File: src/hw/rtl/swtq_pkg.sv
// ---------------------------------------------------------------------------
// Sorted wake-up timer queue package
// Shared constants, result codes and the wrap-aware time compare.
// ---------------------------------------------------------------------------
package swtq_pkg;

  // Default sizing of the queue.
  localparam int QueueDepthDefault = 16;
  localparam int IdBitsDefault     = 8;

  // Upper bound on releases caused by a single tick.
  localparam int MaxResults = 16;

  // Field widths fixed by the interface.
  localparam int TimeW  = 64;
  localparam int DurW   = 32;
  localparam int PortIdW = 8;
  localparam int TickOutW = 63;

  // Action codes of an input word.
  localparam logic ACT_TICK  = 1'b0;
  localparam logic ACT_SLEEP = 1'b1;

  // Result kinds.
  localparam logic [1:0] KIND_ACCEPTED = 2'd0;
  localparam logic [1:0] KIND_REJECTED = 2'd1;
  localparam logic [1:0] KIND_RELEASED = 2'd2;

  // Wake times and the counter wrap, so they compare as signed values.
  function automatic logic time_le(input logic [TimeW-1:0] a, input logic [TimeW-1:0] b);
    return $signed(a) <= $signed(b);
  endfunction

endpackage

File: src/hw/rtl/sorted_wakeup_timer_queue.sv
// ---------------------------------------------------------------------------
// Sorted wake-up timer queue
// Tick-driven queue of sleepers kept in ascending wake-time order.
// ---------------------------------------------------------------------------
// A command word is taken when start_i is high and busy_o is low. A sleep
// word (action_i = 1) stores sleeper_id_i with wake time = counter plus the
// sign-extended sleep_ticks_i, placed after every entry due at or before it.
// It answers one word: accepted, or rejected when the queue is full. A tick
// word (action_i = 0) bumps the 64-bit counter and then releases every entry
// due at or before the new count, head first, up to 16 per tick; last_o
// marks the final word. A tick that releases nothing gives no word.
// Each result word shows on the output ports for one cycle under strobe_o;
// the receiver cannot stall it. current_tick_o is the counter's low 63 bits.
// Entries live in a ring buffer read through one registered port, and one
// shared compare unit walks the queue. A sleep on a full queue never raises
// busy_o. An accepted sleep holds busy_o while it moves later entries toward
// the tail, and a tick holds it while it releases entries. The final word of
// a command shows in the first cycle with busy_o low.
// Reset empties the queue and clears the counter; no clearing pass is run.
// ---------------------------------------------------------------------------
module sorted_wakeup_timer_queue
  import swtq_pkg::*;
#(
  parameter int QUEUE_DEPTH = QueueDepthDefault,
  parameter int ID_BITS     = IdBitsDefault
) (
  input  logic                       clk_i,
  input  logic                       rst_ni,
  input  logic                       start_i,
  output logic                       busy_o,
  input  logic                       action_i,
  input  logic [PortIdW-1:0]         sleeper_id_i,
  input  logic signed [DurW-1:0]     sleep_ticks_i,
  output logic                       strobe_o,
  output logic [1:0]                 kind_o,
  output logic [PortIdW-1:0]         released_id_o,
  output logic [TickOutW-1:0]        current_tick_o,
  output logic                       last_o
);

  localparam int PTR_W = (QUEUE_DEPTH > 1) ? $clog2(QUEUE_DEPTH) : 1;
  localparam int CNT_W = $clog2(QUEUE_DEPTH + 1);
  localparam int REL_W = $clog2(MaxResults + 1);

  // Sequencer states.
  localparam logic [2:0] ST_IDLE = 3'd0;
  localparam logic [2:0] ST_SRD  = 3'd1;
  localparam logic [2:0] ST_SCMP = 3'd2;
  localparam logic [2:0] ST_TRD  = 3'd3;
  localparam logic [2:0] ST_TCMP = 3'd4;

  // Physical slot of a logical offset from the head, wrapped into the ring.
  function automatic logic [PTR_W-1:0] phys(input logic [PTR_W-1:0] base,
                                             input logic [CNT_W-1:0] off);
    logic [PTR_W:0] sum;
    sum = {1'b0, base} + {1'b0, off[PTR_W-1:0]};
    if (sum >= (PTR_W+1)'(QUEUE_DEPTH)) begin
      sum = sum - (PTR_W+1)'(QUEUE_DEPTH);
    end
    return sum[PTR_W-1:0];
  endfunction

  logic [2:0]         state_q, state_d;
  logic [PTR_W-1:0]   head_q, head_d;
  logic [CNT_W-1:0]   occ_q, occ_d;
  logic [CNT_W-1:0]   idx_q, idx_d;
  logic [REL_W-1:0]   rel_q, rel_d;
  logic [TimeW-1:0]   tick_q, tick_d;
  logic [TimeW-1:0]   wake_q, wake_d;
  logic [ID_BITS-1:0] new_id_q, new_id_d;
  logic               pend_vld_q, pend_vld_d;
  logic [ID_BITS-1:0] pend_id_q, pend_id_d;
  logic               strobe_q, strobe_d;
  logic [1:0]         kind_q, kind_d;
  logic [PortIdW-1:0] rid_q, rid_d;
  logic               last_q, last_d;

  // Entry storage and its single read port.
  logic [TimeW-1:0]   wake_mem [QUEUE_DEPTH];
  logic [ID_BITS-1:0] id_mem   [QUEUE_DEPTH];
  logic               mem_we, mem_re;
  logic [PTR_W-1:0]   mem_waddr, mem_raddr;
  logic [TimeW-1:0]   mem_wwake;
  logic [ID_BITS-1:0] mem_wid;
  logic [TimeW-1:0]   rd_wake_q;
  logic [ID_BITS-1:0] rd_id_q;

  logic [ID_BITS-1:0] id_in;
  logic [CNT_W-1:0]   idx_m1;
  logic [TimeW-1:0]   cmp_ref;
  logic               cmp_le;

  assign id_in  = ID_BITS'(sleeper_id_i);
  assign idx_m1 = idx_q - CNT_W'(1);

  // Shared compare unit: the entry just read against the new wake time while
  // inserting, or against the counter while releasing.
  assign cmp_ref = (state_q == ST_SCMP) ? wake_q : tick_q;
  assign cmp_le  = time_le(rd_wake_q, cmp_ref);

  // Sequencer: sorted insert walks from the tail, release walks from the head.
  always_comb begin
    state_d    = state_q;
    head_d     = head_q;
    occ_d      = occ_q;
    idx_d      = idx_q;
    rel_d      = rel_q;
    tick_d     = tick_q;
    wake_d     = wake_q;
    new_id_d   = new_id_q;
    pend_vld_d = pend_vld_q;
    pend_id_d  = pend_id_q;
    strobe_d   = 1'b0;
    kind_d     = kind_q;
    rid_d      = rid_q;
    last_d     = last_q;
    mem_we     = 1'b0;
    mem_re     = 1'b0;
    mem_waddr  = phys(head_q, idx_q);
    mem_raddr  = head_q;
    mem_wwake  = wake_q;
    mem_wid    = new_id_q;

    case (state_q)
      ST_IDLE: begin
        if (start_i) begin
          if (action_i == ACT_SLEEP) begin
            new_id_d = id_in;
            if (occ_q >= CNT_W'(QUEUE_DEPTH)) begin
              strobe_d = 1'b1;
              kind_d   = KIND_REJECTED;
              rid_d    = PortIdW'(id_in);
              last_d   = 1'b1;
            end else begin
              wake_d  = tick_q + {{(TimeW-DurW){sleep_ticks_i[DurW-1]}}, sleep_ticks_i};
              idx_d   = occ_q;
              state_d = ST_SRD;
            end
          end else begin
            tick_d     = tick_q + TimeW'(1);
            rel_d      = '0;
            pend_vld_d = 1'b0;
            state_d    = ST_TRD;
          end
        end
      end

      ST_SRD: begin
        if (idx_q == '0) begin
          // Reached the head: the new entry goes first.
          mem_we   = 1'b1;
          occ_d    = occ_q + CNT_W'(1);
          strobe_d = 1'b1;
          kind_d   = KIND_ACCEPTED;
          rid_d    = PortIdW'(new_id_q);
          last_d   = 1'b1;
          state_d  = ST_IDLE;
        end else begin
          mem_re    = 1'b1;
          mem_raddr = phys(head_q, idx_m1);
          state_d   = ST_SCMP;
        end
      end

      ST_SCMP: begin
        mem_we = 1'b1;
        if (cmp_le) begin
          // Neighbor is due no later: insert behind it.
          occ_d    = occ_q + CNT_W'(1);
          strobe_d = 1'b1;
          kind_d   = KIND_ACCEPTED;
          rid_d    = PortIdW'(new_id_q);
          last_d   = 1'b1;
          state_d  = ST_IDLE;
        end else begin
          // Move the neighbor one slot toward the tail.
          mem_wwake = rd_wake_q;
          mem_wid   = rd_id_q;
          idx_d     = idx_m1;
          state_d   = ST_SRD;
        end
      end

      ST_TRD: begin
        if (occ_q != '0 && rel_q < REL_W'(MaxResults)) begin
          mem_re    = 1'b1;
          mem_raddr = head_q;
          state_d   = ST_TCMP;
        end else begin
          if (pend_vld_q) begin
            strobe_d = 1'b1;
            kind_d   = KIND_RELEASED;
            rid_d    = PortIdW'(pend_id_q);
            last_d   = 1'b1;
          end
          state_d = ST_IDLE;
        end
      end

      ST_TCMP: begin
        // The held release goes out once we know whether another follows.
        if (pend_vld_q) begin
          strobe_d = 1'b1;
          kind_d   = KIND_RELEASED;
          rid_d    = PortIdW'(pend_id_q);
          last_d   = !cmp_le;
        end
        if (cmp_le) begin
          pend_vld_d = 1'b1;
          pend_id_d  = rd_id_q;
          head_d     = phys(head_q, CNT_W'(1));
          occ_d      = occ_q - CNT_W'(1);
          rel_d      = rel_q + REL_W'(1);
          state_d    = ST_TRD;
        end else begin
          pend_vld_d = 1'b0;
          state_d    = ST_IDLE;
        end
      end

      default: begin
        state_d = ST_IDLE;
      end
    endcase
  end

  // Control and result registers.
  always_ff @(posedge clk_i or negedge rst_ni) begin
    if (!rst_ni) begin
      state_q    <= ST_IDLE;
      head_q     <= '0;
      occ_q      <= '0;
      rel_q      <= '0;
      tick_q     <= '0;
      pend_vld_q <= 1'b0;
      strobe_q   <= 1'b0;
    end else begin
      state_q    <= state_d;
      head_q     <= head_d;
      occ_q      <= occ_d;
      rel_q      <= rel_d;
      tick_q     <= tick_d;
      pend_vld_q <= pend_vld_d;
      strobe_q   <= strobe_d;
    end
  end

  // Payload registers.
  always_ff @(posedge clk_i) begin
    idx_q     <= idx_d;
    wake_q    <= wake_d;
    new_id_q  <= new_id_d;
    pend_id_q <= pend_id_d;
    kind_q    <= kind_d;
    rid_q     <= rid_d;
    last_q    <= last_d;
  end

  // Entry memory with a registered read port.
  always_ff @(posedge clk_i) begin
    if (mem_we) begin
      wake_mem[mem_waddr] <= mem_wwake;
      id_mem[mem_waddr]   <= mem_wid;
    end
    if (mem_re) begin
      rd_wake_q <= wake_mem[mem_raddr];
      rd_id_q   <= id_mem[mem_raddr];
    end
  end

  assign busy_o         = (state_q != ST_IDLE);
  assign strobe_o       = strobe_q;
  assign kind_o         = kind_q;
  assign released_id_o  = rid_q;
  assign current_tick_o = tick_q[TickOutW-1:0];
  assign last_o         = last_q;

endmodule
File: config.mk
export PLATFORM = sky130hd
export DESIGN_NAME = sorted_wakeup_timer_queue
export DESIGN_NICKNAME = d
export VERILOG_FILES = /design/src/hw/rtl/swtq_pkg.sv /design/src/hw/rtl/sorted_wakeup_timer_queue.sv
export SDC_FILE = /design/constraint.sdc
export NUM_CORES = 2
export LEC_CHECK = 0
export BUFFER_PORTS_ARGS = -buffer_cell sky130_fd_sc_hd__buf_4
export CORE_MARGIN = 4
export CORE_UTILIZATION = 57
export CTS_CLUSTER_DIAMETER = 60
export DETAILED_ROUTE_END_ITERATION = 8
export GPL_ROUTABILITY_DRIVEN = 0
export HOLD_SLACK_MARGIN = 0.1
export PLACE_DENSITY = 0.86
export SLEW_MARGIN = 5
export SYNTH_ARGS = -nofsm -noshare
export SYNTH_HDL_FRONTEND = slang
export SYNTH_SLANG_ARGS = --single-unit
File: constraint.sdc
create_clock -name clk_i -period 6.6 [get_ports clk_i]
set_input_delay 0.99 -clock clk_i [delete_from_list [all_inputs] [get_ports clk_i]]
set_output_delay 0.99 -clock clk_i [all_outputs]
set_load 0.005 [all_outputs]
# Word-level counts from Yosys, hierarchy flattened

Memories as Yosys holds them, arrays and structs flattened. A register that Yosys moved wholly into a read port is not among the register bits.
Index checks and enable logic that the tools add are counted.
Widths: inputs -> output; s select.

Input port bits: 44
Memories: 2
Memory bits (read-only): 0
Latch bits: 0
Register bits: 179
Bits in writable memories: 1152
Word-level logic and storage cells: 147
Output and inout port bits: 76

Multiplexer cells: 73
Shift-type cells: 0
Multipliers: 0
Reductions and logical operators: 21
Order comparisons: 6
Div/mod/pow operators: 0
Add/subtract/negate cells: 12
Eq/ne operators: 17
Bitwise logic cells: 2

Memories:

| memory   | words | width | read ports | clocked after Yosys merged registers in | write ports | line                            | source |
|---|---|---|---|---|---|---|---|
| wake_mem | 16    | 64    | 1          | 1                                       | 1           | sorted_wakeup_timer_queue.sv:79 | `logic [TimeW-1:0] wake_mem [QUEUE_DEPTH];` |
| id_mem   | 16    | 8     | 1          | 1                                       | 1           | sorted_wakeup_timer_queue.sv:80 | `logic [ID_BITS-1:0] id_mem [QUEUE_DEPTH];` |

Operators with widths:

| cell                  | number |
|---|---|
| $mux 64               | 3 |
| $mux 8                | 9 |
| $add 64x1->64 const B | 1 |
| $add 64x64->64        | 1 |
| $le 64x64->1          | 1 |
| $mux 5                | 10 |
| $pmux 8 s5            | 1 |
| $ne 2x2->1 const B    | 12 |
| $mux 1                | 22 |
| $ge 5x5->1 const B    | 4 |
| $mux 4                | 5 |
| $pmux 5 s2            | 2 |
| $mux 2                | 9 |
| $pmux 3 s5            | 1 |
| $pmux 5 s3            | 1 |
| $mux 3                | 4 |
| $reduce_and 4->1      | 3 |
| $sub 4x1->4 const B   | 3 |
| $add 4x4->5           | 2 |
| $add 5x1->5 const B   | 2 |
| $pmux 1 s5            | 2 |
| $pmux 2 s5            | 1 |
| $reduce_bool 5->1     | 2 |
| $sub 5x1->5 const B   | 2 |
| other kinds (19)      | 28 |

# Depth between registers and ports, before layout

Word-level depth: 6
Mapped depth: 20
Depth with buffers taken out: 16

# Worst setup path before layout

Ideal clock, no wire load.

Path kind: register to register
Start: register state_q[2]
End: register idx_q[0] (enable)
Cell stages (with the launch flop): 6
Buffers on the path: 1
Data arrival time: 6.233 ns
Data required time: 6.280 ns
Setup slack: 0.047 ns
Setup time: 0.320 ns
Period minus slack after synthesis: 6.553 ns
Path through: dfrtp_1 > clkbuf_1 > nor3_1 > clkinv_1 > nor3_1 > or2_2

Word-level cells in the longest chain between the ends: 5
Elaborated cells on any way between the ends: 10
Those cells by class: 1 x order compare; 5 x eq/ne; 1 x mux; 3 x reduce/logical

Ends and longest elaborated chain:

| what                         | line                                                              | source |
|---|---|---|
| start: declaration           | sorted_wakeup_timer_queue.sv:63                                   | `logic [2:0] state_q, state_d;` |
| start signal: assignment     | sorted_wakeup_timer_queue.sv:238                                  | `state_q <= state_d;` |
| $eq 3x2->1                   | sorted_wakeup_timer_queue.sv:98, sorted_wakeup_timer_queue.sv:124 |  |
| $mux 64                      | sorted_wakeup_timer_queue.sv:98                                   | `assign cmp_ref = (state_q == ST_SCMP) ? wake_q : tick_q;` |
| $le 64x64->1                 | swtq_pkg.sv:31                                                    | `return $signed(a) <= $signed(b);` |
| $ne 2x2->1 (no line)         | n/a                                                               |  |
| $reduce_and 5->1 (no line) * | n/a                                                               |  |
| end signal: assignment       | sorted_wakeup_timer_queue.sv:250                                  | `idx_q <= idx_d;` |
| end: declaration             | sorted_wakeup_timer_queue.sv:66                                   | `logic [CNT_W-1:0] idx_q, idx_d;` |

Every way passes the cells marked *; elsewhere a longest branch is shown, timed or not.
A chain may end at the register's enable or synchronous reset.

# Final worst setup path

Start: register state_q[2]
End: memory wake_mem[13][22] (data pin)

Word-level cells in the longest chain between the ends: 5

Ends and longest elaborated chain:

| what              | line                                                              | source |
|---|---|---|
| $eq 3x2->1 *      | sorted_wakeup_timer_queue.sv:98, sorted_wakeup_timer_queue.sv:124 |  |
| $mux 64           | sorted_wakeup_timer_queue.sv:98                                   |  |
| $le 64x64->1      | swtq_pkg.sv:31                                                    |  |
| $mux 64           | sorted_wakeup_timer_queue.sv:167                                  | `if (cmp_le) begin` |
| $mux 64 *         | sorted_wakeup_timer_queue.sv:124                                  | `case (state_q)` |
| via mem_wwake[22] | sorted_wakeup_timer_queue.sv:83                                   | `logic [TimeW-1:0] mem_wwake;` |
| end: declaration  | sorted_wakeup_timer_queue.sv:79                                   |  |

The timed path passes the listed nets; every way through them passes the cells marked *.

==> reports/qor.yml <==
status:
  status: "finished, final reports clean"
power:
  power.total_w: 0.0322
  peakVddDrop_mv: 0.548
  powerDensity_mw_per_mm2: 479
  p_leak_nw: 23.2
worst_setup_path:
  slowest_stage: "nor4_1"
  crit_path_max_fanout: 46
  cpMostUsedCell: "nor2_4"
  crit_start: "state_q[2]"
  max_stage_delay_ns: 0.62
  r2r-start: "state_q[2]"
  path_buf_inv: 2
  crit_family: "simple AND/OR/NAND/NOR gates"
  startpoint_type: "register"
  path_class: "reg -> reg"
  worstPathCellList: "or2_2 -> nor2_4 -> buf_12 -> mux2i_1 -> ha_1 -> nand4_1 -> nor4_1 -> nand2_1 -> a21o_1 -> a31oi_1 -> o31ai_1 -> nor2b_1 -> xnor2_2 -> nor2_4 -> buf_4 -> mux2_2"
  cp.required_ns: 7.04
  cp.arrival_ns: 6.23
  crit_path_end_kind: "register"
timing:
  rsz0062_at_grt: "no"
  worst_pin_slew_ns: 1.25
  fmax_ghz: 0.173
  setup_ws_ns: 0.809
  slew-limit-headroom: 0.147
  fin_tns_setup_ns: 0
  finalCriticalPeriod_ns: 5.79
  finalClockSkew_ns: 0.0249
  period_share: 0.877
  setup_violations: 0
  final_max_slew_viol_count: 0
  hold_viol: 0
worst_hold_path:
  hold_class: "in -> async"
yosys:
  async_reset_ff_frac: 0.0592
  ys.flop_type: "edfxtp_1"
  synth_top_area_frac: 0.656
  syn_area_mm2: 0.0604
  synth_nets: 3576
  yosysSeqAreaShare: 0.691
  synth_seq_cells: 1403
  ys_types: 80
  synth_edf_count: 1320
  avgSynthCellArea_um2: 17.8
  yosysTopAreaCell: "edfxtp_1"
  ys_warn_count: 0
  synthTopCellsByArea: "edfxtp_1 (66%), mux4_2 (11%), dfrtp_1 (3.4%), ha_1 (2.9%), mux2i_1 (2.3%)"
  synth_cells: 3388
cts:
  cts_tree: "done"
  post-cts-setup-buffers: 0
  clkLatencyLatePin_ns: 0.74
  cts_hold_buf: 0
  htree_levels: 4
  cts_buffers: 137
  clock-sinks: 1403
  clockBufferDepth: 3
  clockRootBuffer: "clkbuf_16"
  path_clk_slew_ns: 0.06
  post_cts_resized: 0
placement:
  pre_cts_slack_ns: 0.922
  place_hpwl_um: 82600
  dp.cells: 4745
  port_buffers: 119
floorplan:
  start_util: 0.574
  io_pins: 120
  dieArea_mm2: 0.111
  num_rows: 119
  die_w_um: 334
  die_h_um: 334
  core-area_mm2: 0.105
global_routing:
  grt.total_usage: 0.264
  grt_antenna_before_repair: 0
  grt_pass1_wl_um: 218000
  grt.overflow.total: 0
  grt_pass1_vias: 33500
  grt_max_degree: 110
drt:
  via_per_inst: 6.73
  drtPass1Iterations: 8
  drt-initial-drc-count: 4856
  wirelength_um: 147000
  via_count: 33600
  remaining_drc_errors: 0
  routedWlPerCell_um: 29.5
  ant_nets: 0
layout:
  final_cell_mix: "edfxtp_1 (1,320), mux4_2 (288), a21oi_1 (172), buf_4 (153), clkbuf_16 (141)"
  instances_no_fill: 4994
  drive_gt1_frac: 0.222
  nets: 3681
  final_common_cell: "edfxtp_1"
  syn2layout_area_growth_pct: 11.4
  fillers: 6652
  diodes: 0
job:
  maxCapViolCount: 0
-- flip-flops by register name, indices dropped and copies added (netlist names), 5 cells and up --
| signal | count |
|---|---|
| wake_mem | 1024 |
| rd_id_q | 8 |
| occ_q | 5 |
| id_mem | 128 |
| released_id_o | 8 |
| idx_q | 5 |
| rel_q | 5 |
| pend_id_q | 8 |
| wake_q | 64 |
| new_id_q | 8 |
| tick_q | 64 |
| rd_wake_q | 64 |
-- metal layers --
| layer | vias up | global-route usage | part of all wire | wire (um) |
|---|---|---|---|---|
| li1 | 13800 | - | - | - |
| met1 | 17000 | 0.361 | 0.36 | 53500 |
| met2 | 2371 | 0.420 | 0.48 | 70600 |
| met3 | 421 | 0.0588 | 0.12 | 17000 |
| met4 | 0 | 0.102 | 0.041 | 6100 |
| met5 | - | 0 | 0 | 0 |
-- final timing paths --
kind	to	slack, ns	cells after the start
min in group clk_i	new_id_q[7]	0.47	1
max in group asynchronous	tick_q[27]	5.16	2
min	head_q[2]	0.30	1
max reg2reg	wake_mem[13][22]	0.81	16
min reg2reg	pend_id_q[6]	0.47	0
max	wake_mem[13][22]	0.81	16
-- power breakdown --
group	internal, W	switching [W]	leakage (nW)
logic	0.00504	0.00667	8.02
clock network	0.00448	0.00327	2.17
registers	0.0122	0.000576	13.0
total	0.0217	0.0105	23.2
-- cell usage after synthesis, types with 3 or more instances --
cell,instances
a211o_1,4
nor4_4,3
a21boi_0,3
edfxtp_1,1320
xnor2_1,101
and3_1,26
mux4_2,288
nand3b_1,3
clkbuf_1,85
o21a_1,11
nor2_1,90
or2_2,7
nand2_1,95
nand3_1,52
or3_1,4
and2_1,10
and4_1,6
a41oi_1,5
o211ai_1,6
a21oi_1,173
xor2_1,43
fa_1,4
mux2i_1,138
buf_1,4
a21o_1,53
a221o_1,7
ha_1,140
buf_4,63
nand2b_1,15
a211oi_1,86
a31oi_1,15
o21ai_0,51
o31ai_1,4
nor4_1,7
nand4_1,32
nor3_1,12
o21bai_1,13
o22ai_1,19
dfrtp_1,83
buf_2,58
inv_1,34
mux2_2,84
nor2b_1,85
-- kinds of logic (layout without fill, tap and decap cells) --
family / after synthesis / in the layout / share of synthesized area
fa+ha+maj: 144 / 144 / 0.0303
xor+xnor: 145 / 145 / 0.0211
mux: 511 / 511 / 0.146
flops: 1403 / 1403 / 0.691
buf+inv: 248 / 463 / 0.0208
compound gates: 473 / 473 / 0.0500
simple gates: 464 / 464 / 0.0412
-- through the flow --
stage | hold WS (ns) | area [um^2] | utilization
floorplan | 0.420 | 60400 | -
global placement | 0.439 | 62900 | 0.597
detailed placement | 0.449 | 62900 | 0.597
CTS | 0.297 | 67300 | 0.639
global route | 0.313 | 67300 | 0.639
finish | 0.301 | 67300 | 0.639
-- layout make-up --
type / count / area [um^2] / area share
multi-input combinational: 1737 / 17600 / 0.262
clock inverter: 77 / 729 / 0.0108
sequential: 1403 / 41700 / 0.620
tap: 1391 / 1740 / 0.0259
timing repair buffer: 178 / 1650 / 0.0245
clock buffer: 172 / 3710 / 0.0552
inverter: 36 / 135 / 0.00201
(Power assumes the default switching activity.)
